`config.mk`:
```
export PLATFORM = sky130hd
export DESIGN_NAME = hlb_front
export DESIGN_NICKNAME = d
export VERILOG_FILES = /design/src/hdl/hlb_pkg.sv /design/src/hdl/hlb_front.sv
export SDC_FILE = /design/constraint.sdc
export NUM_CORES = 1
export LEC_CHECK = 0
export BUFFER_PORTS_ARGS = -buffer_cell sky130_fd_sc_hd__buf_2
export CAP_MARGIN = 20
export CORE_MARGIN = 10
export CORE_UTILIZATION = 30
export CTS_CLUSTER_DIAMETER = 40
export DETAILED_ROUTE_END_ITERATION = 6
export HOLD_SLACK_MARGIN = 0.06
export PLACE_DENSITY = 0.51
export SLEW_MARGIN = 10
export SYNTH_ARGS = -nofsm -noshare
export SYNTH_HDL_FRONTEND = slang
export SYNTH_SLANG_ARGS = --single-unit
```
`constraint.sdc`:
```
create_clock -name clk -period 4.4 [get_ports clk]
set_input_delay 0 -clock clk [delete_from_list [all_inputs] [get_ports clk]]
set_output_delay 0 -clock clk [all_outputs]
set_load 0.03 [all_outputs]
```
`src/hdl/hlb_pkg.sv`:
```
package hlb_pkg;

  localparam int DEF_MAX_ROWS = 256;
  localparam int DEF_MAX_COLS = 256;
  localparam int DIM_W        = 13;
  localparam int ACC_W        = 48;
  localparam int DVD_W        = 43;
  localparam logic [5:0] DIV_STEPS = 6'd43;
  localparam logic [15:0] SIN_LIMIT = 16'd23171;
  localparam logic [8:0] SIZE_RESET = 9'd256;

  localparam logic [1:0] ACT_PROJECT = 2'd0;
  localparam logic [1:0] ACT_READ    = 2'd1;
  localparam logic [1:0] ACT_CLEAR   = 2'd2;

  localparam logic [1:0] REG_ROWS = 2'd0;
  localparam logic [1:0] REG_COLS = 2'd1;

  typedef enum logic [1:0] {
    CMD_NONE,
    CMD_PROJ,
    CMD_READ,
    CMD_CLEAR
  } cmd_kind_t;

  typedef struct packed {
    cmd_kind_t          kind;
    logic               by_col;
    logic signed [47:0] slope;
    logic signed [47:0] offset;
    logic [15:0]        weight;
    logic [7:0]         rrow;
    logic [7:0]         rcol;
  } cmd_t;

  typedef enum logic [1:0] {
    F_IDLE,
    F_DIV_A,
    F_DIV_B,
    F_PUSH
  } front_state_t;

  typedef enum logic [2:0] {
    B_INIT,
    B_IDLE,
    B_WALK,
    B_DRAIN,
    B_READ,
    B_CLEAR
  } back_state_t;

endpackage

```
`src/hdl/hlb_front.sv`:
```
module hlb_front #(
  parameter int MAX_ROWS = hlb_pkg::DEF_MAX_ROWS,
  parameter int MAX_COLS = hlb_pkg::DEF_MAX_COLS
) (
  input  logic               clk,
  input  logic               rst,
  input  logic               start,
  output logic               front_busy,
  input  logic [1:0]         action,
  input  logic [15:0]        sine_value,
  input  logic [15:0]        cosine_value,
  input  logic [15:0]        distance_value,
  input  logic [15:0]        cell_weight,
  input  logic [7:0]         read_row,
  input  logic [7:0]         read_col,
  output logic               push,
  input  logic               q_full,
  output hlb_pkg::cmd_t      push_cmd
);
  import hlb_pkg::*;

  front_state_t state, state_next;
  logic       accept, load_b, div_done;
  cmd_kind_t  kind_in;
  logic       col_in;
  logic [15:0] s_mag, c_mag, r_mag;

  cmd_kind_t  kind;
  logic       by_col;
  logic [15:0] weight, den_mag;
  logic [7:0] rrow, rcol;
  logic       neg_a, neg_b;
  logic [15:0] rho_mag;
  logic signed [47:0] slope, offset;

  logic [16:0] rem;
  logic [DVD_W-1:0] dvd, quo;
  logic [5:0] cnt;
  logic [16:0] trial;
  logic       ge;
  logic [47:0] quo_ext;

  assign s_mag = sine_value[15] ? 16'(-sine_value) : sine_value;
  assign c_mag = cosine_value[15] ? 16'(-cosine_value) : cosine_value;
  assign r_mag = distance_value[15] ? 16'(-distance_value) : distance_value;
  assign col_in = (s_mag >= SIN_LIMIT);

  always_comb begin
    kind_in = CMD_NONE;
    case (action)
      ACT_PROJECT: begin
        if (cell_weight != 16'd0 && (col_in || cosine_value != 16'd0)) begin
          kind_in = CMD_PROJ;
        end
      end
      ACT_READ: begin
        if ({5'd0, read_row} < 13'(MAX_ROWS) && {5'd0, read_col} < 13'(MAX_COLS)) begin
          kind_in = CMD_READ;
        end
      end
      ACT_CLEAR: kind_in = CMD_CLEAR;
      default: kind_in = CMD_NONE;
    endcase
  end

  assign front_busy = (state != F_IDLE);
  assign accept     = start && (state == F_IDLE);
  assign div_done   = (cnt == DIV_STEPS);
  assign trial      = {rem[15:0], dvd[DVD_W-1]};
  assign ge         = (trial >= {1'b0, den_mag});
  assign quo_ext    = {5'd0, quo};

  always_comb begin
    state_next = state;
    load_b     = 1'b0;
    push       = 1'b0;
    case (state)
      F_IDLE: begin
        if (accept) begin
          state_next = (kind_in == CMD_PROJ) ? F_DIV_A : F_PUSH;
        end
      end
      F_DIV_A: begin
        if (div_done) begin
          load_b     = 1'b1;
          state_next = F_DIV_B;
        end
      end
      F_DIV_B: begin
        if (div_done) begin
          state_next = F_PUSH;
        end
      end
      F_PUSH: begin
        if (!q_full) begin
          push       = 1'b1;
          state_next = F_IDLE;
        end
      end
      default: state_next = F_IDLE;
    endcase
  end

  always_ff @(posedge clk) begin
    if (rst) begin
      state <= F_IDLE;
    end else begin
      state <= state_next;
    end
  end

  always_ff @(posedge clk) begin
    if (accept) begin
      kind    <= kind_in;
      by_col  <= col_in;
      weight  <= cell_weight;
      rrow    <= read_row;
      rcol    <= read_col;
      rho_mag <= r_mag;
      slope   <= '0;
      offset  <= '0;
      den_mag <= col_in ? s_mag : c_mag;
      if (col_in) begin
        neg_a <= (cosine_value != 16'd0) && (cosine_value[15] == sine_value[15]);
        neg_b <= distance_value[15] ^ sine_value[15];
        dvd   <= {11'd0, c_mag, 16'd0};
      end else begin
        neg_a <= (sine_value != 16'd0) && (sine_value[15] == cosine_value[15]);
        neg_b <= distance_value[15] ^ cosine_value[15];
        dvd   <= {11'd0, s_mag, 16'd0};
      end
      rem <= '0;
      quo <= '0;
      cnt <= '0;
    end else if (load_b) begin
      slope <= neg_a ? -$signed(quo_ext) : $signed(quo_ext);
      dvd   <= {rho_mag, 27'd0};
      rem   <= '0;
      quo   <= '0;
      cnt   <= '0;
    end else if ((state == F_DIV_A || state == F_DIV_B) && !div_done) begin
      rem <= ge ? (trial - {1'b0, den_mag}) : trial;
      quo <= {quo[DVD_W-2:0], ge};
      dvd <= {dvd[DVD_W-2:0], 1'b0};
      cnt <= cnt + 6'd1;
    end else if (state == F_DIV_B && div_done) begin
      offset <= neg_b ? -$signed(quo_ext) : $signed(quo_ext);
    end
  end

  always_comb begin
    push_cmd.kind   = kind;
    push_cmd.by_col = by_col;
    push_cmd.slope  = slope;
    push_cmd.offset = offset;
    push_cmd.weight = weight;
    push_cmd.rrow   = rrow;
    push_cmd.rcol   = rcol;
  end

endmodule

```
## Word-level counts from Yosys, hierarchy flattened

Cells that the tools add are included.

| cells by class | value |
|---|---|
| reduce and logical (&&, ||, !) cells | 19 |
| $lt $le $gt $ge | 2 |
| bitwise logic cells | 4 |
| mux-type cells | 25 |
| add/subtract/negate cells | 6 |
| equal/unequal tests | 13 |

Operators with widths:

| kind | number |
|---|---|
| two-way mux 43 bit | 3 |
| two-way mux 48 bit | 2 |
| two-way mux 16 bit | 4 |
| negator 16 bit | 3 |
| negator 43 -> 48 bit | 1 |
| nonzero test 16 bit | 3 |
| two-way mux 32 bit | 1 |
| >= comparator 17 x 16 -> 1 bit | 1 |
| >= comparator 16 x 15 -> 1 bit, second input constant | 1 |
| subtractor 16 bit | 1 |
| two-way mux 15 bit | 1 |
| two-way mux 2 bit | 5 |
| inequality test 2 bit, second input constant | 4 |
| case mux 2 bit (4 select lines) | 1 |
| two-way mux 1 bit | 7 |
| adder 6 x 1 -> 6 bit, second input constant | 1 |
| == test 2 x 1 -> 1 bit, second input constant | 3 |
| == test 2 bit, second input constant | 3 |
| == test 6 bit, second input constant | 1 |
| logical AND 1 bit | 6 |
| case mux 2 bit (3 select lines) | 1 |
| zero test 2 bit | 2 |
| AND reduction 4 bit | 1 |
| AND reduction 3 bit | 1 |
| 8 further kinds | 12 |

| storage, ports and cells | value |
|---|---|
| bits in registers | 275 |
| bits of input ports | 86 |
| output and inout bits | 133 |

## Logic depth before layout (Yosys ltp)

Gate-level depths: netlist of the first run.

| logic depth | value |
|---|---|
| depth after elaboration | 11 |
| gate-level depth with buffers | 13 |
| depth with buffers taken out | 12 |

## Worst setup path before layout of the first run

OpenSTA, ideal clock, no wires.

| timing | value |
|---|---|
| path type | register to register |
| start point | reg state[0] |
| end point | reg by_col (enable) |
| path slack | 0.780 ns |
| data required time | 3.940 ns |
| cell stages (with the launch flop) | 7 |
| arrival | 3.160 ns |
| library setup time | 0.460 ns |
| path buffers | 2 |
| period minus slack after synthesis | 3.620 ns |
| cell sequence | dfxtp_1 > inv_1 > ha_1 > nand2_1 > inv_1 > clkbuf_1 > clkbuf_1 |

| on the way | value |
|---|---|
| word-level cells in the longest chain between the ends | 2 |

RTL lines:

| item | line | RTL |
|---|---|---|
| start: declaration | hlb_front.sv:22 | `front_state_t state, state_next;` |
| start signal: assignment | hlb_front.sv:108 | `state <= state_next;` |
| zero test 2 bit | hlb_front.sv:67 | `assign accept = start && (state == F_IDLE);` |
| logical AND 1 bit | hlb_front.sv:67 |  |
| named net accept | hlb_front.sv:23 | `logic accept, load_b, div_done;` |
| end signal: assignment | hlb_front.sv:115 | `by_col <= col_in;` |
| end: declaration | hlb_front.sv:29 | `logic by_col;` |

The timed path passes the listed nets, and every way through them passes these cells.
A chain may end at the register's enable or synchronous reset.

## Worst setup path after layout of the first run

| timing | value |
|---|---|
| start point | in sine_value[3] |
| end point | reg dvd[16], data pin |

| on the way | value |
|---|---|
| word-level cells in the longest chain between the ends | 5 |

RTL lines:

| item | line | RTL |
|---|---|---|
| start: declaration | hlb_front.sv:10 | `input logic [15:0] sine_value,` |
| negator 16 bit | hlb_front.sv:43 | `assign s_mag = sine_value[15] ? 16'(-sine_value) : sine_value;` |
| two-way mux 16 bit (*) | hlb_front.sv:43 |  |
| >= comparator 16 x 15 -> 1 bit (*) | hlb_front.sv:46 | `assign col_in = (s_mag >= SIN_LIMIT);` |
| two-way mux 32 bit (*) | hlb_front.sv:123 | `if (col_in) begin` |
| two-way mux 43 bit (*) | hlb_front.sv:113 | `if (accept) begin` |
| end signal: assignment | hlb_front.sv:126 | `dvd <= {11'd0, c_mag, 16'd0};` |
| end signal: assignment | hlb_front.sv:130 | `dvd <= {11'd0, s_mag, 16'd0};` |
| end signal: assignment | hlb_front.sv:137 | `dvd <= {rho_mag, 27'd0};` |
| end: declaration | hlb_front.sv:37 | `logic [DVD_W-1:0] dvd, quo;` |

Mark *: on every way between the ends. The rest lies on a longest branch, timed or not.

==> results of run 1 <==
==> stage by stage <==
step           instances  instance area, um2  setup slack (ns)
2_1_floorplan       1285               12500             0.780
3_3_place_gp        1955               14000             0.915
3_5_place_dp        1955               14000             0.905
4_1_cts             2154               16700            0.0143
5_1_grt             2158               16800           0.00738
6_report            2158               16800             0.161
==> power breakdown <==
part           switching [mW]  internal [mW]  total, mW  leakage, nW
clock                    1.31           2.17       3.48        0.735
combinational            2.07           1.16       3.23         4.02
sequential              0.145           2.96       3.11         2.24
==> routing by layer <==
layer / share of wire / GRT usage / wire, um
met1: 0.45 / 0.172 / 16200
met2: 0.47 / 0.226 / 16600
met3: 0.054 / 0.0361 / 1930
met4: 0.027 / 0.0579 / 965
met5: 0 / 0 / 0
==> final cells by class <==
| type | instances | area (um2) | area share |
|---|---|---|---|
| diodes | 2 | 5.00 | 0.000298 |
| repair buffers | 350 | 2430 | 0.145 |
| inverters | 43 | 164 | 0.00976 |
| well taps | 532 | 666 | 0.0397 |
| clock buffers | 50 | 1150 | 0.0687 |
| flip-flops and latches | 259 | 6150 | 0.366 |
| clock inverters | 32 | 380 | 0.0227 |
| multi-input cells | 890 | 5840 | 0.348 |
==> kinds of logic after synthesis <==
group / Yosys count
AO/OA/AOI/OAI: 310
XOR/XNOR: 138
adder cells (fa/ha/maj): 28
multiplexers: 35
AND/OR/NAND/NOR: 379
buffers and inverters: 136
flip-flops: 259
==> worst max-delay path, stage by stage <==
cell and delay (ns):
dlygate4sd3_1 0.53, buf_2 0.16, or4_1 0.60, or4_1 0.62, o21ai_1 0.18, xor2_1 0.37
or2_2 0.21, o211a_4 0.32, buf_12 0.22, mux2i_1 0.18, dlygate4sd3_1 0.56, nor2_1 0.04
dlygate4sd3_1 0.57
==> cells in the final DEF, fill, tap and decap left out, types with 13 or more instances in the layout <==
master	netlist	final
nand3_1	13	13
a211oi_1	38	38
inv_1	42	41
dfxtp_1	163	163
edfxtp_1	96	96
nand2_1	154	154
o21ai_0	107	107
a22o_1	56	56
dlygate4sd3_1	0	117
nor2_1	84	82
mux2i_1	32	32
nor3_1	29	29
a21oi_1	29	28
ha_1	27	27
xor2_1	111	111
o31ai_1	22	22
or3_1	26	26
or4_1	17	17
buf_2	8	218
xnor2_1	27	27
clkbuf_16	0	44
==> flip-flops by register name (all words and copies together), names as in the netlist, 16 cells and up <==
register / count
rem: 16
slope: 48
offset: 48
rho_mag: 16
dvd: 27
den_mag: 16
weight: 16
quo: 43
==> repair_timing <==
action / CTS / global route
hold buffers: 117 / 0
setup endpoints to repair: 0 / 1
setup buffers: 0 / 0
endpoints found under the hold margin: 91 / 0
gates resized for setup: 0 / 2
==> final timing paths <==
path                            slack (ns)             start   endpoint  cells past startpoint
worst max-delay path                  0.16     sine_value[3]    dvd[16]                     13
worst min-delay path                  0.11  cosine_value[15]      neg_b                      3
worst max register to register        1.09        den_mag[1]     rem[0]                     13
worst min register to register        0.44         slope[26]  slope[26]                      2
==> out/qor.txt, run 1 <==
cells after synthesis - 1285
post-synthesis simple-gate area fraction - 0.143
Post-Syn Area per Cell - 9.72 um2
RD Place Congestion - 0.787
GRT overflow - 0
CTS Sinks - 259
PwrDens - 585 mW/mm2
maximum root-to-sink buffer count - 3
post-synthesis adder-cell area fraction - 0.0287
Synth top cells by count - dfxtp_1 (163), nand2_1 (154), xor2_1 (111), o21ai_0 (107), edfxtp_1 (96)
Max Clk Rate - 0.236 GHz
Critical Setup Path Class - in -> reg
count leader, synth - dfxtp_1
largest net degree at the start of global routing - 88
Netlist cell types - 63
core area - 0.0410 mm2
chip height - 224 um
Post-Syn Area - 0.0125 mm2
Fillers - 4048
largest family of logic cells by synthesized area - compound AO/OA/AOI/OAI gates
Finished Core Util - 0.409
Critical Path RT - 4.72 ns
Reg clk slew, reported paths - 0.05 ns
post-route ant nets - 0
Post-synth EDFFs - 96
share of cells above drive strength 1 - 0.204
I/O Buffers - 218
final setup vio count - 0
Initial DRT Pass Iterations - 5
WL final - 35800 um
post-synthesis register bit count - 259
fin. max-slew vios - 0
initial antenna violation count - 2
Yosys top cell area share - 0.261
Post-route DRC - 0
min Tclk post-route - 4.24 ns
WL/cell - 16.6 um
starting density of the core - 0.304
final worst path period share - 0.963
RSZ-0062 raised after global routing - no
mux share of post-synthesis cell area - 0.0284
Synth area leader - dfxtp_1
post-synthesis sequential area ratio - 0.492
Primary FF master, synth - dfxtp_1
fin nets - 1702
H-tree depth - 2
Leak - 7.00 nW
Die Width - 224 um
Crit path arrival time - 4.56 ns
Hold Violations, Final - 0
CTS root buf - clkbuf_16
# rows - 74
Synth warnings - 0
total power draw - 9.82 mW
initial DRC count - 475
Ports - 219
xor/xnor cell area share of the yosys netlist - 0.0968
maximum vdd drop - 0.456 mV
die area - 0.0502 mm2
vias in the first global route - 10500
Vias - 10300
gr usage total - 0.139
status - complete, no violations
CP Capture Type - register
FFs w/ async S/R, synth - 0
final setup skew - 0.0206 ns
Fin Hold WS - 0.111 ns
Compound-Gate Fraction of Synth Area - 0.167
relative slew slack - 0.392
setup TNS - 0 ns
dpl hpwl - 24000 um
CTS Buf Count - 44
syn_nets - 1399
actual slew at the worst max-slew pin - 0.912 ns
Area Growth Syn to Fin - 34.4%
Crit Path Max Fanout - 27
Vias/cell - 4.79
CTS tree - done
Clk Latency, worst-skew pair - 0.58 ns
Synth area leaders - dfxtp_1 (26%), edfxtp_1 (23%), xor2_1 (7.8%)
first-pass GRT wire length - 56800 um
Startpoint Class - primary input
Hold WC Path Type - in -> reg
number of max-cap violations - 0
No activity file was read; power rests on OpenSTA's default activity.
==> run 2, diff against run 1 <==
clock period = 3.95 ns   (was 4.4 ns; I/O delays follow)
==> out/qor.txt, run 2 (synthesis gave the netlist of run 1 again) <==
status - complete, no violations
Finished Core Util - 0.409
reg2reg start - quo[0]
Area Growth Syn to Fin - 34.4%
# rows - 74
initial DRC count - 558
Initial DRT Pass Iterations - 5
RD Place Congestion - 0.798
GRT overflow - 0
Leak - 7.01 nW
initial antenna violation count - 4
PwrDens - 658 mW/mm2
vias in the first global route - 10900
CTS Buf Count - 47
Clk Latency, worst-skew pair - 0.56 ns
DP Cell Count - 1960
number of max-cap violations - 0
Post-route DRC - 0
Vias - 10500
GR Util met2 - 0.233
most frequent cells in the layout - buf_2 (218), dfxtp_1 (163), nand2_1 (154)
maximum root-to-sink buffer count - 3
placed cell area - 0.0141 mm2
fin area - 0.0168 mm2
min Tclk post-route - 3.69 ns
Crit path arrival time - 4.00 ns
Ports - 219
WL/cell - 16.8 um
largest net degree at the start of global routing - 60
final setup skew - 0.0141 ns
setup TNS - 0 ns
fin. max-slew vios - 0
commonest non-fill, non-tap cell in the layout - buf_2
core area - 0.0410 mm2
post-route ant nets - 0
CTS root buf - clkbuf_16
Crit Path Max Fanout - 38
Critical Path RT - 4.25 ns
crit path from - sine_value[6]
M3 GR Usage - 0.0376
met1 Resource Use GR - 0.177
chip height - 224 um
Max Clk Rate - 0.271 GHz
Die Width - 224 um
biggest regs - offset x48, slope x48, quo x43
relative slew slack - 0.294
fin nets - 1702
maximum vdd drop - 0.339 mV
layer with the highest usage - met2
die area - 0.0502 mm2
final setup vio count - 0
crit path to - dvd[16]
RSZ-0062 raised after global routing - no
R2R depth - 9
I/O Buffers - 218
dpl hpwl - 24900 um
Finished Layout Cells - 2162
CTS Sinks - 259
H-tree depth - 2
Reg clk slew, reported paths - 0.05 ns
actual slew at the worst max-slew pin - 1.06 ns
CTS tree - done
Vias/cell - 4.84
share of cells above drive strength 1 - 0.210
WL final - 36400 um
Hold WC Path Type - in -> reg
worst reg2reg setup slack - 0.71 ns
Critical Setup Path Class - in -> reg
Hold Violations, Final - 0
first-pass GRT wire length - 58500 um
gr usage total - 0.143
final worst path period share - 0.935
Startpoint Class - primary input
starting density of the core - 0.304
reg2reg end - offset[44]
CP Capture Type - register
-- run 2: changes by cell type in the layout (fill, tap and decap cells not counted), sizes merged --
cell / previous run / this run
clkinvlp: 5 / 6
clkbuf: 50 / 53
buf: 233 / 236
clkinv: 16 / 15
bufinv: 4 / 2
inv: 50 / 54
diode: 2 / 4
dlygate4sd3: 117 / 111
-- run 2: how the worst min path moves through the flow --
stage | cells past startpoint | to | start | slack (ns)
6_report | 5 | dvd[29] | sine_value[13] | 0.12
3_3_place_gp | 1 | rcol[4] | read_col[4] | 0.18
5_1_grt | 2 | rcol[0] | read_col[0] | 0.14
2_1_floorplan | 1 | state[0] | rst | 0.07
3_5_place_dp | 1 | rcol[5] | read_col[5] | 0.18
4_1_cts | 5 | dvd[29] | sine_value[13] | 0.07
-- run 2: critical path: stages --
cell,delay (ns)
dlygate4sd3_1,0.56
buf_2,0.16
or4_1,0.63
or4_1,0.61
o21ai_1,0.18
xor2_1,0.30
or2_2,0.18
o211a_1,0.32
buf_12,0.25
mux2i_1,0.20
dlygate4sd3_1,0.56
nor2_1,0.04
-- run 2: stage by stage --
| step | power, mW | hold WS, ns | setup slack (ns) |
|---|---|---|---|
| 2_1_floorplan | 6.04 | 0.0728 | 0.330 |
| 3_3_place_gp | 7.01 | 0.177 | 0.747 |
| 3_5_place_dp | 7.02 | 0.178 | 0.708 |
| 4_1_cts | 11.2 | 0.0714 | 0.335 |
| 5_1_grt | 11.7 | 0.138 | 0.0566 |
| 6_report | 11.0 | 0.124 | 0.259 |
-- run 2: timing repair --
action | 4_1_cts | 5_1_grt
hold buffers | 111 | 0
hold endpoints to repair | 82 | 0
gates resized for setup | 0 | 0
buffers inserted | 0 | 0
-- run 2: cell type report --
cell class,instances,area (um2)
well taps,532,666
clock inverters,34,313
flip-flops and latches,259,6150
multi-input cells,890,5830
fillers,4037,24200
diodes,4,10.0
inverters,43,164
repair buffers,347,2390
clock buffers,53,1260
-- run 2: power breakdown --
| group | total, mW | internal [mW] | switching, mW | leakage [nW] |
|---|---|---|---|---|
| Combinational | 3.58 | 1.27 | 2.32 | 4.00 |
| Clock | 3.97 | 2.48 | 1.50 | 0.766 |
| Sequential | 3.49 | 3.30 | 0.189 | 2.24 |
-- run 2: routing by layer --
| metal | vias up | wire length (um) |
|---|---|---|
| met2 | 223 | 17100 |
| met4 | 0 | 929 |
| met1 | 4957 | 16200 |
| met5 | - | 0 |
| li1 | 5225 | - |
| met3 | 64 | 2110 |
