[src/hdl/hlb_pkg.sv]
package hlb_pkg;

  localparam int DEF_MAX_ROWS = 256;
  localparam int DEF_MAX_COLS = 256;
  localparam int DIM_W        = 13;
  localparam int ACC_W        = 48;
  localparam int DVD_W        = 43;
  localparam logic [5:0] DIV_STEPS = 6'd43;
  localparam logic [15:0] SIN_LIMIT = 16'd23171;
  localparam logic [8:0] SIZE_RESET = 9'd256;

  localparam logic [1:0] ACT_PROJECT = 2'd0;
  localparam logic [1:0] ACT_READ    = 2'd1;
  localparam logic [1:0] ACT_CLEAR   = 2'd2;

  localparam logic [1:0] REG_ROWS = 2'd0;
  localparam logic [1:0] REG_COLS = 2'd1;

  typedef enum logic [1:0] {
    CMD_NONE,
    CMD_PROJ,
    CMD_READ,
    CMD_CLEAR
  } cmd_kind_t;

  typedef struct packed {
    cmd_kind_t          kind;
    logic               by_col;
    logic signed [47:0] slope;
    logic signed [47:0] offset;
    logic [15:0]        weight;
    logic [7:0]         rrow;
    logic [7:0]         rcol;
  } cmd_t;

  typedef enum logic [1:0] {
    F_IDLE,
    F_DIV_A,
    F_DIV_B,
    F_PUSH
  } front_state_t;

  typedef enum logic [2:0] {
    B_INIT,
    B_IDLE,
    B_WALK,
    B_DRAIN,
    B_READ,
    B_CLEAR
  } back_state_t;

endpackage

[src/hdl/hlb_queue.sv]
module hlb_queue (
  input  logic          clk,
  input  logic          rst,
  input  logic          push,
  input  hlb_pkg::cmd_t push_cmd,
  output logic          full,
  input  logic          pop,
  output logic          empty,
  output hlb_pkg::cmd_t head
);
  import hlb_pkg::*;

  cmd_t       slots [2];
  logic       wr_ptr, rd_ptr;
  logic [1:0] count;

  assign full  = (count == 2'd2);
  assign empty = (count == 2'd0);
  assign head  = slots[rd_ptr];

  always_ff @(posedge clk) begin
    if (rst) begin
      wr_ptr <= 1'b0;
      rd_ptr <= 1'b0;
      count  <= 2'd0;
    end else begin
      if (push) begin
        wr_ptr <= ~wr_ptr;
      end
      if (pop) begin
        rd_ptr <= ~rd_ptr;
      end
      count <= count + {1'b0, push} - {1'b0, pop};
    end
  end

  always_ff @(posedge clk) begin
    if (push) begin
      slots[wr_ptr] <= push_cmd;
    end
  end

endmodule

[config.mk]
export PLATFORM = sky130hd
export DESIGN_NAME = hlb_queue
export DESIGN_NICKNAME = d
export VERILOG_FILES = /design/src/hdl/hlb_pkg.sv /design/src/hdl/hlb_queue.sv
export SDC_FILE = /design/constraint.sdc
export NUM_CORES = 1
export LEC_CHECK = 0
export BUFFER_PORTS_ARGS = -buffer_cell sky130_fd_sc_hd__buf_2
export CORE_AREA = 2 2 162 164
export DETAILED_ROUTE_END_ITERATION = 12
export DIE_AREA = 0 0 164 166
export GPL_TIMING_DRIVEN = 0
export SETUP_SLACK_MARGIN = 0.2
export SYNTH_ARGS = -nofsm -noshare
export SYNTH_HDL_FRONTEND = slang
export SYNTH_SLANG_ARGS = --single-unit
export TNS_END_PERCENT = 5
[constraint.sdc]
create_clock -name clk -period 12.8 [get_ports clk]
set_input_delay 3.84 -clock clk [delete_from_list [all_inputs] [get_ports clk]]
set_output_delay 3.84 -clock clk [all_outputs]
set_load 0.01 [all_outputs]
* Word level (Yosys, flattened, before mapping)
Memory sizes are Yosys's and may differ from the RTL's. A register that Yosys moved wholly into a read port is not among the register bits.
Index checks and enable logic that the tools add are counted.
** Operators by class
- Equal/unequal tests :: 1
- Add/subtract/negate cells :: 2
- Reduce and logical (&&, ||, !) cells :: 1
- Mux-type cells :: 4
- Bitwise logic cells :: 2
** Operators by type and width (number)
- 2-to-1 mux 1 bit :: 4
- adder 2 x 1 -> 2 bit :: 1
- equality test 2 bit (second input constant) :: 1
- zero test 2 bit :: 1
- NOT 1 bit :: 2
- subtractor 2 x 1 -> 2 bit :: 1
** Storage, ports and cells
- RAM bits :: 262
- Output and inout bits :: 133
- Input port bits :: 135
- Register bits after elaboration :: 4
- Memories :: 1
- Word-level logic and storage cells :: 14
** Memories
- slots :: words 2, bits a word 131, read ports 1, clocked after memory_dff 1, wr ports 1, line hlb_queue.sv:13 : cmd_t slots [2];

* Depth between registers and ports, before layout
Gate-level depths: netlist (run 1).
- Depth after elaboration :: 3
- Gate-level depth with buffers :: 6
- Gate-level depth less buffers :: 6

* Least setup slack after synthesis (run 1)
OpenSTA, ideal clock, no wires.
- Kind :: input to register
- From :: input port push
- To :: memory slots[0][0] in the netlist's numbering (enable)
- Buffers on the path :: 0
- Arrival time :: 9.516 ns
- Path slack :: 2.645 ns
- Stages :: 1
- Library setup time :: 0.639 ns
- Cell sequence :: nor2b_1
** Between the ends
- Cells in the longest elaborated chain, start to end :: 2
** RTL lines
- start: declaration :: line hlb_queue.sv:4 : input logic push,
- 2-to-1 mux 1 bit :: line hlb_queue.sv:38 : if (push) begin
- 2-to-1 mux 1 bit (implied by the code) :: line hlb_queue.sv:39 : slots[wr_ptr] <= push_cmd;
- end: declaration :: line hlb_queue.sv:13
Every way passes these cells.

==> flow_metrics.env, run 1 <==
export IMPL_max_freq_mhz=176
export IMPL_min_from="rd_ptr$_SDFFE_PP0P_"
export IMPL_io_pins=268
export IMPL_core_area_um2=25600
export IMPL_cts_setup_buffers=0
export IMPL_cp_start_kind="register"
export IMPL_row_count=59
export IMPL_track_usage_pct=13.5
export IMPL_final_setup_skew_ns=0.0105
export IMPL_cp_cell_sequence="buf_6 > buf_8 > buf_6 > mux2_4 > buf_2"
export IMPL_routedWlPerCell_um=17.6
export IMPL_cts_made_buffers=28
export IMPL_post_route_min_period_ns=5.67
export IMPL_power_density_nw_per_um2=159
export IMPL_setup_tns_final_ns=0
export IMPL_vias_per_cell=4.59
export IMPL_critical_path_required_ns=8.96
export IMPL_crit_path_max_fanout=10
export IMPL_leakage_nw=5.01
export IMPL_ys_seq_area_share_pct=79.3
export IMPL_grt_first_pass_wirelength_mm=28.8
export IMPL_outcome="complete, no violations"
export IMPL_htreeDepth=1
export IMPL_cap_viol_max_count=0
export IMPL_wirelength_mm=19.1
export IMPL_cp_slowest_stage_delay_ns=0.32
export IMPL_synth_cells=429
export IMPL_maxSlewViolCount=0
export IMPL_synth_avg_cell_area_um2=23.4
export IMPL_drive_above_1_share_pct=60.9
export IMPL_whs_path_depth=2
export IMPL_relSlewSlack_pct=37.4
export IMPL_firstDrtPassIters=4
export IMPL_cp_common_cell="buf_6"
export IMPL_antenna_found_initial=4
export IMPL_syn_area_um2=10000
export IMPL_clockBufferDepth=3
export IMPL_ys_types=14
export IMPL_start_util_pct=39.2
export IMPL_cts_hold_buf=0
export IMPL_path_buf_inv=4
export IMPL_fin_crit_sh_pct=44.3
export IMPL_hold_viol=0
export IMPL_path_delay_family="buffers and inverters"
export IMPL_ant_nets=0
export IMPL_cts_tree="built"
export IMPL_crit_path_end_kind="output port"
export IMPL_numClockSinks=267
export IMPL_synth_seq_cells=267
export IMPL_place_congestion=0.721
export IMPL_post_route_drc_count=0
export IMPL_synth_nets=566
export IMPL_tightestPinTransition_ns=0.937
export IMPL_slowest_stage="dfxtp_1"
export IMPL_cts_root_buf="clkbuf_16"
export IMPL_clk_latency_ns=0.52
export IMPL_grt_max_degree=54
export IMPL_rsz0062_at_grt="no"
export IMPL_grt_overflow=0
export IMPL_hpwlAfterDp_mm=13.2
export IMPL_die_y_um=166
export IMPL_worst_ir_drop_vdd_v=0.000116
export IMPL_clkSlewWorstSetupHoldPaths_ns=0.06
export IMPL_grt_pass1_vias=5359
export IMPL_dpl_instance_area_um2=12000
export IMPL_fp_dieArea_um2=27200
export IMPL_fin_nets=869
export IMPL_cp_arrival_ns=1.83
export IMPL_drtIter0Drc=238
export IMPL_hp_class="register to register"
export IMPL_setup_viol=0
export IMPL_r2r_end="slots[0][54]$_DFFE_PP_"
export IMPL_port_buffers=267
export IMPL_reg2reg_slack_ns=10.61
export IMPL_rr_worst_depth=4
export IMPL_fin_area_um2=12800
export IMPL_vias=4980
export IMPL_rr_startpoint="wr_ptr$_SDFFE_PP0P_"
export IMPL_hold_slack_ns=0.528
export IMPL_die_x_um=164
export IMPL_yosys_warnings=0
export IMPL_syn_to_final_growth_pct=27.5
export IMPL_critPathKind="register to output port"
export IMPL_cts_resized_gates=0
## layer usage
metal	track usage [%]	vias up	part of all wire, %
met5	0	-	0.16
met4	3.85	4	2.2
met3	5.19	38	10
met2	22.1	199	47
met1	16.6	2420	40
li1	-	2319	-
## per-stage QoR
step           util (%)  power (mW)  cells  setup WS, ns
6_report           50.0        2.04   1085          7.13
5_1_grt            50.0        2.12   1084          7.01
4_1_cts            50.0        2.07   1084          7.06
3_5_place_dp       46.7        1.31   1037          6.90
3_3_place_gp       46.1        1.30   1031        -0.530
2_1_floorplan         -        1.21    429          2.65
## cells by family (layout without fill, tap and decap cells)
kind of cell | count (synthesis) | count (layout) | share of synthesized area [%]
flops | 267 | 267 | 79.3
mux | 131 | 131 | 18.0
buf+inv | 17 | 337 | 1.54
simple gates | 9 | 9 | 0.436
xor+xnor | 3 | 3 | 0.399
fa+ha+maj | 2 | 2 | 0.249
other cells | 0 | 1 | 0
## cells in the final DEF, fill, tap and decap left out
master	synthesis	routed
clkinv_1	0	1
diode_2	0	1
xnor3_1	1	1
and2_4	0	1
buf_12	0	3
buf_8	1	1
inv_1	2	2
edfxtp_1	262	262
ha_1	2	2
bufinv_16	0	2
dfxtp_1	5	5
buf_6	10	10
xnor2_1	2	2
nor2b_4	0	1
clkbuf_16	0	29
clkinv_2	0	4
mux2_2	41	41
nor2_1	5	5
buf_2	4	271
clkbuf_1	0	11
mux2_4	90	90
nor2b_1	3	2
buf_16	0	3
## sequential cells by signal, summed over array words and instances, names as in the netlist, named ones only
register,flops
wr_ptr,1
count,2
slots,262
rd_ptr,1
## where the power goes
part           total [mW]  switching (mW)  internal (mW)
Clock               0.751           0.299          0.452
Sequential           1.03          0.0131           1.02
Combinational       0.250           0.121          0.128
## final cells by class
cell class,instances,area (um2)
clock buffers,40,767
fillers,2138,12800
plain buffers,15,148
clock inverters,7,83.8
inverters,2,7.51
diodes,1,2.50
flip-flops and latches,267,7970
multi-input cells,145,1930
well taps,335,419
repair buffers,273,1480
## tightest hold or removal path, cell delays in order (launching register included)
cell and delay, ns:
dfxtp_1 0.32, xnor2_1 0.09, nor2_1 0.08
## worst max-delay path by stage
stage / endpoint / slack, ns / cells past startpoint
finish: head[88] / 7.13 / 5
global route: head[80] / 7.01 / 5
CTS: head[80] / 7.06 / 5
detailed placement: slots[0][56]$_DFFE_PP_ / 6.90 / 5
global placement: slots[0][44]$_DFFE_PP_ / -0.53 / 2
floorplan: slots[0][0]$_DFFE_PP_ / 2.65 / 1
## synth_stat cells
cell	n	share of area, %
buf_8	1	0.15
ha_1	2	0.25
xnor2_1	2	0.17
nor2b_1	3	0.19
xnor3_1	1	0.22
and2_1	1	0.062
nor2_1	5	0.19
dfxtp_1	5	1.0
mux2_4	90	13
inv_1	2	0.075
mux2_2	41	4.6
buf_6	10	1.1
buf_2	4	0.20
edfxtp_1	262	78
(Power assumes the default switching activity.)
==> run 2, diff against run 1 <==
--- a/config.mk
+++ b/config.mk
@@ -5,6 +5,7 @@
 export SDC_FILE = /design/constraint.sdc
 export NUM_CORES = 1
 export LEC_CHECK = 0
+export ABC_AREA = 1
 export BUFFER_PORTS_ARGS = -buffer_cell sky130_fd_sc_hd__buf_2
 export CORE_AREA = 2 2 162 164
 export DETAILED_ROUTE_END_ITERATION = 12
==> constraint.sdc (replaced) <==
create_clock -name clk -period 5.45 [get_ports clk]
set_input_delay 1.635 -clock clk [delete_from_list [all_inputs] [get_ports clk]]
set_output_delay 1.635 -clock clk [all_outputs]
set_load 0.01 [all_outputs]
==> flow_metrics.env, run 2 <==
export IMPL_synth_top_flop_cell="edfxtp_1"
export IMPL_grt_pass1_vias=5430
export IMPL_layout_commonest_cell="buf_2"
export IMPL_setup_viol=0
export IMPL_netlist_top_cells_count="edfxtp_1, mux2_4, mux2_2, buf_6"
export IMPL_p_switching_mw=1.01
export IMPL_cts_hold_buf=0
export IMPL_final_setup_skew_ns=0.00973
export IMPL_fin_nets=878
export IMPL_yosysTopAreaCell="edfxtp_1"
export IMPL_cts_made_buffers=28
export IMPL_core_area_um2=25600
export IMPL_largest_register="slots"
export IMPL_wirelength_mm=18.9
export IMPL_firstDrtPassIters=4
export IMPL_synth_nets=576
export IMPL_synth_edff_count=262
export IMPL_fp_dieArea_um2=27200
export IMPL_largest_reg_flops=262
export IMPL_rsz0062_at_grt="no"
export IMPL_grt_max_degree=73
export IMPL_track_usage_pct=13.4
export IMPL_place_inst=1046
export IMPL_cts_root_buf="clkbuf_16"
export IMPL_postSynth_asyncResetShare_pct=0
export IMPL_cp_start_kind="register"
export IMPL_relSlewSlack_pct=39.2
export IMPL_vias_per_cell=4.56
export IMPL_fin_area_um2=12800
export IMPL_syn_area_um2=10100
export IMPL_post_route_drc_count=0
export IMPL_die_y_um=166
export IMPL_cts_resized_gates=0
export IMPL_hpwlAfterDp_mm=13.2
export IMPL_clockBufferDepth=3
export IMPL_cp_slowest_stage_delay_ns=0.32
export IMPL_antenna_found_initial=3
export IMPL_slowest_stage="dfxtp_1"
export IMPL_hold_viol=0
export IMPL_place_ws_ns=2.04
export IMPL_cp_cell_sequence="buf_6 > buf_8 > buf_6 > mux2_4 > buf_2"
export IMPL_syn_to_final_growth_pct=27.3
export IMPL_tightestPinTransition_ns=0.910
export IMPL_synth_seq_cells=267
export IMPL_num_fill_cells=2126
export IMPL_grt_first_pass_wirelength_mm=28.8
export IMPL_clk_latency_ns=0.52
export IMPL_die_x_um=164
export IMPL_yosys_warnings=0
export IMPL_power_density_nw_per_um2=368
export IMPL_synth_cells=439
export IMPL_power_frac_clock_pct=37.5
export IMPL_crit_path_max_fanout=10
export IMPL_largest_registers="slots (262), count (2)"
export IMPL_routedWlPerCell_um=17.2
export IMPL_p_sw_share_pct=21.4
export IMPL_critPathKind="register to output port"
export IMPL_cp_arrival_ns=1.81
export IMPL_clkSlewWorstSetupHoldPaths_ns=0.06
export IMPL_synth_area_leaders="edfxtp_1, mux2_4, mux2_2, buf_6, dfxtp_1"
export IMPL_ant_nets=0
export IMPL_worst_ir_drop_vdd_v=0.000270
export IMPL_min_from="wr_ptr$_SDFFE_PP0P_"
export IMPL_ys_seq_area_share_pct=79.3
export IMPL_htreeDepth=1
export IMPL_maxSlewViolCount=0
export IMPL_synth_most_common_cell="edfxtp_1"
export IMPL_numClockSinks=267
export IMPL_crit_path_end_kind="output port"
export IMPL_path_buf_inv=4
export IMPL_hp_class="register to register"
export IMPL_comb_power_share_pct=11.5
export IMPL_yosys_area_top_type_share_pct=78.3
export IMPL_max_freq_mhz=291
export IMPL_fin_ws_ns=2.01
export IMPL_drtIter0Drc=252
export IMPL_final_util_pct=50.0
export IMPL_drive_above_1_share_pct=60.2
export IMPL_vias=4994
export IMPL_post_route_min_period_ns=3.44
export IMPL_critical_path_required_ns=3.82
export IMPL_start_util_pct=39.2
export IMPL_hold_slack_ns=0.549
export IMPL_ys_types=15
export IMPL_io_pins=268
export IMPL_cp_common_cell="buf_6"
export IMPL_port_buffers=267
export IMPL_p_int_mw=3.71
export IMPL_synth_avg_cell_area_um2=22.9
export IMPL_path_delay_family="buffers and inverters"
export IMPL_p_seq_share_pct=51.0
export IMPL_instances_no_fill=1096
export IMPL_fin_crit_sh_pct=63.2
export IMPL_row_count=59
export IMPL_place_congestion=0.739
export IMPL_final_cell_mix="buf_2, edfxtp_1, mux2_4"
export IMPL_dpl_instance_area_um2=11900
export IMPL_rr_startpoint="wr_ptr$_SDFFE_PP0P_"
export IMPL_cap_viol_max_count=0
export IMPL_grt_overflow=0
export IMPL_cts_tree="built"
export IMPL_leakage_nw=5.01
export IMPL_outcome="complete, no violations"
export IMPL_cts_setup_buffers=0
## run 2: cell types whose count changed in the layout (fill, tap and decap cells not counted), sizes merged, moves of 3 or more
| cell | previous run | this run |
|---|---|---|
| inv | 2 | 8 |
| nor2b | 3 | 0 |
| nor2 | 5 | 8 |
| clkbuf | 40 | 33 |
| clkinv | 5 | 10 |
| nand2 | 0 | 4 |
## run 2: power groups by stage
stage | registers (mW) | clock network, mW | logic (mW)
floorplan | 2.45 | 0 | 0.326
global placement | 2.46 | 0 | 0.526
detailed placement | 2.45 | 0 | 0.554
CTS | 2.41 | 1.82 | 0.556
global route | 2.41 | 1.91 | 0.589
finish | 2.41 | 1.77 | 0.542
## run 2: worst min-delay path, delay by kind of cell (launching register included)
family | cells | cell delay [ns]
flip-flops | 1 | 0.34
AND/OR/NAND/NOR | 2 | 0.16
## run 2: stage by stage
stage,setup TNS (ns),total power [mW]
final,0,4.71
after global routing,0,4.91
after CTS,0,4.79
after detailed placement,0,3.00
after global placement,-91.78,2.98
after floorplan,0,2.78
## run 2: final cells by class
cell class / count / area (um2) / area share (%)
diodes: 3 / 7.51 / 0.0587
plain buffers: 15 / 148 / 1.15
clock buffers: 33 / 741 / 5.79
clock inverters: 14 / 116 / 0.909
inverters: 8 / 35.0 / 0.274
multi-input cells: 149 / 1910 / 15.0
flip-flops and latches: 267 / 7970 / 62.2
well taps: 335 / 419 / 3.27
repair buffers: 272 / 1450 / 11.3
## run 2: path summary, 6_finish.rpt
| path | to | slack [ns] | depth (start not counted) |
|---|---|---|---|
| hold reg to reg | wr_ptr$_SDFFE_PP0P_ | 0.55 | 2 |
| setup / recovery | head[76] | 2.01 | 5 |
| setup reg to reg | slots[0][129]$_DFFE_PP_ | 3.55 | 3 |
| hold / removal | wr_ptr$_SDFFE_PP0P_ | 0.55 | 2 |
## run 2: layer usage
metal	global-route usage, %	up-vias	wire, um
met4	4.73	0	459
met5	0	-	0
met2	23.6	190	9410
met1	15.4	2429	7370
li1	-	2339	-
met3	4.22	36	1670
## run 2: cells by family after synthesis
logic type	synth area share, %
adder cells (fa/ha/maj)	0.249
AND/OR/NAND/NOR	0.548
AO/OA/AOI/OAI	0.0497
XOR/XNOR	0.0871
buffers and inverters	1.77
flip-flops	79.3
multiplexers	18.0
==> run 3, diff against run 2 <==
==> constraint.sdc (replaced) <==
create_clock -name clk -period 3.44 [get_ports clk]
set_input_delay 1.032 -clock clk [delete_from_list [all_inputs] [get_ports clk]]
set_output_delay 1.032 -clock clk [all_outputs]
set_load 0.01 [all_outputs]
==> flow_metrics.env, run 3 (same netlist as run 2, synthesis figures left out) <==
export IMPL_clockBufferDepth=3
export IMPL_io_pins=268
export IMPL_die_x_um=164
export IMPL_num_fill_cells=2078
export IMPL_crit_path_max_fanout=10
export IMPL_cts_setup_buffers=0
export IMPL_path_buf_inv=4
export IMPL_numClockSinks=267
export IMPL_cp_slowest_stage_delay_ns=0.33
export IMPL_critPathKind="register to output port"
export IMPL_instances_no_fill=1101
export IMPL_final_cell_mix="buf_2, edfxtp_1, mux2_4"
export IMPL_leakage_nw=5.07
export IMPL_setup_viol=0
export IMPL_track_usage_pct=13.8
export IMPL_fin_crit_sh_pct=84.2
export IMPL_cp_cell_sequence="buf_6 > buf_8 > buf_6 > mux2_4 > buf_2"
export IMPL_hpwlAfterDp_mm=13.7
export IMPL_final_util_pct=50.4
export IMPL_grt_first_pass_wirelength_mm=29.5
export IMPL_outcome="complete, no violations"
export IMPL_cts_root_buf="clkbuf_16"
export IMPL_rsz0062_at_grt="no"
export IMPL_maxSlewViolCount=0
export IMPL_drtIter0Drc=207
export IMPL_hp_class="register to register"
export IMPL_post_route_min_period_ns=2.90
export IMPL_place_congestion=0.737
export IMPL_cts_made_buffers=29
export IMPL_clk_latency_ns=0.54
export IMPL_final_setup_skew_ns=0.00823
export IMPL_dpl_instance_area_um2=12000
export IMPL_largest_reg_flops=262
export IMPL_cp_arrival_ns=1.86
export IMPL_tightestPinTransition_ns=0.900
export IMPL_grt_pass1_vias=5388
export IMPL_cts_resized_gates=0
export IMPL_start_util_pct=39.2
export IMPL_path_delay_family="buffers and inverters"
export IMPL_grt_overflow=0
export IMPL_firstDrtPassIters=6
export IMPL_fin_nets=882
export IMPL_wirelength_mm=19.5
export IMPL_row_count=59
export IMPL_syn_to_final_growth_pct=28.5
export IMPL_fin_area_um2=12900
export IMPL_cts_tree="built"
export IMPL_layout_commonest_cell="buf_2"
export IMPL_place_ws_ns=0.331
export IMPL_cts_hold_buf=0
export IMPL_worst_ir_drop_vdd_v=0.000430
export IMPL_routedWlPerCell_um=17.7
export IMPL_max_freq_mhz=345
export IMPL_place_inst=1049
export IMPL_htreeDepth=1
export IMPL_critical_path_required_ns=2.41
export IMPL_slowest_stage="dfxtp_1"
export IMPL_cp_common_cell="buf_6"
export IMPL_fp_dieArea_um2=27200
export IMPL_post_route_drc_count=0
export IMPL_fin_ws_ns=0.543
export IMPL_cp_start_kind="register"
export IMPL_relSlewSlack_pct=39.9
export IMPL_crit_path_end_kind="output port"
export IMPL_hold_viol=0
export IMPL_core_area_um2=25600
export IMPL_power_density_nw_per_um2=585
export IMPL_clkSlewWorstSetupHoldPaths_ns=0.05
export IMPL_port_buffers=267
export IMPL_largest_registers="slots (262), count (2)"
export IMPL_vias_per_cell=4.60
export IMPL_grt_max_degree=39
export IMPL_cap_viol_max_count=0
export IMPL_ant_nets=0
export IMPL_largest_register="slots"
export IMPL_drive_above_1_share_pct=61.0
export IMPL_die_y_um=166
export IMPL_antenna_found_initial=2
export IMPL_vias=5063
-- run 3: final cells by class --
class                           instances  area (um2)  share of cell area, %
Timing Repair Buffer                  275        1520                   11.8
Clock inverter                         19         148                   1.14
Sequential cell                       267        7970                   61.7
Tap cell                              335         419                   3.25
Antenna cell                            2        5.00                 0.0387
Buffer                                 15         148                   1.14
Inverter                                8        46.3                  0.358
Multi-Input combinational cell        149        1930                   14.9
Clock buffer                           31         733                   5.68
-- run 3: final timing paths --
path	slack [ns]	end	startpoint	cells past startpoint
max	0.54	head[108]	register	5
min	0.51	register	rd_ptr$_SDFFE_PP0P_	2
max reg2reg	1.27	slots[1][69]$_DFFE_PP_	wr_ptr$_SDFFE_PP0P_	4
min reg2reg	0.51	register	rd_ptr$_SDFFE_PP0P_	2
-- run 3: where the power goes --
group / total [mW] / switching [mW] / internal [mW] / leakage [nW]
Sequential: 3.81 / 0.0430 / 3.77 / 2.50
Combinational: 0.879 / 0.428 / 0.451 / 2.13
Clock: 2.86 / 1.18 / 1.67 / 0.439
-- run 3: worst register-to-register path, cell delays in order, from the launching register on --
cell        delay (ns)
dfxtp_1           0.39
nand2_8           0.09
clkinvlp_4        0.70
buf_12            0.47
buf_12            0.22
-- run 3: through the flow --
stage / hold WS, ns / power, mW / TNS, ns
2_1_floorplan: 0.480 / 4.40 / 0
3_3_place_gp: 0.496 / 4.73 / -328.15
3_5_place_dp: 0.500 / 4.78 / 0
4_1_cts: 0.512 / 7.66 / 0
5_1_grt: 0.560 / 7.88 / 0
6_report: 0.507 / 7.55 / 0
-- run 3: per-layer routing --
layer / routed length (um) / GRT usage [%] / vias up
met5: 0 / 0 / -
met4: 407 / 4.04 / 0
met2: 9470 / 23.0 / 200
met1: 7660 / 16.7 / 2479
li1: - / - / 2344
met3: 1960 / 5.29 / 40
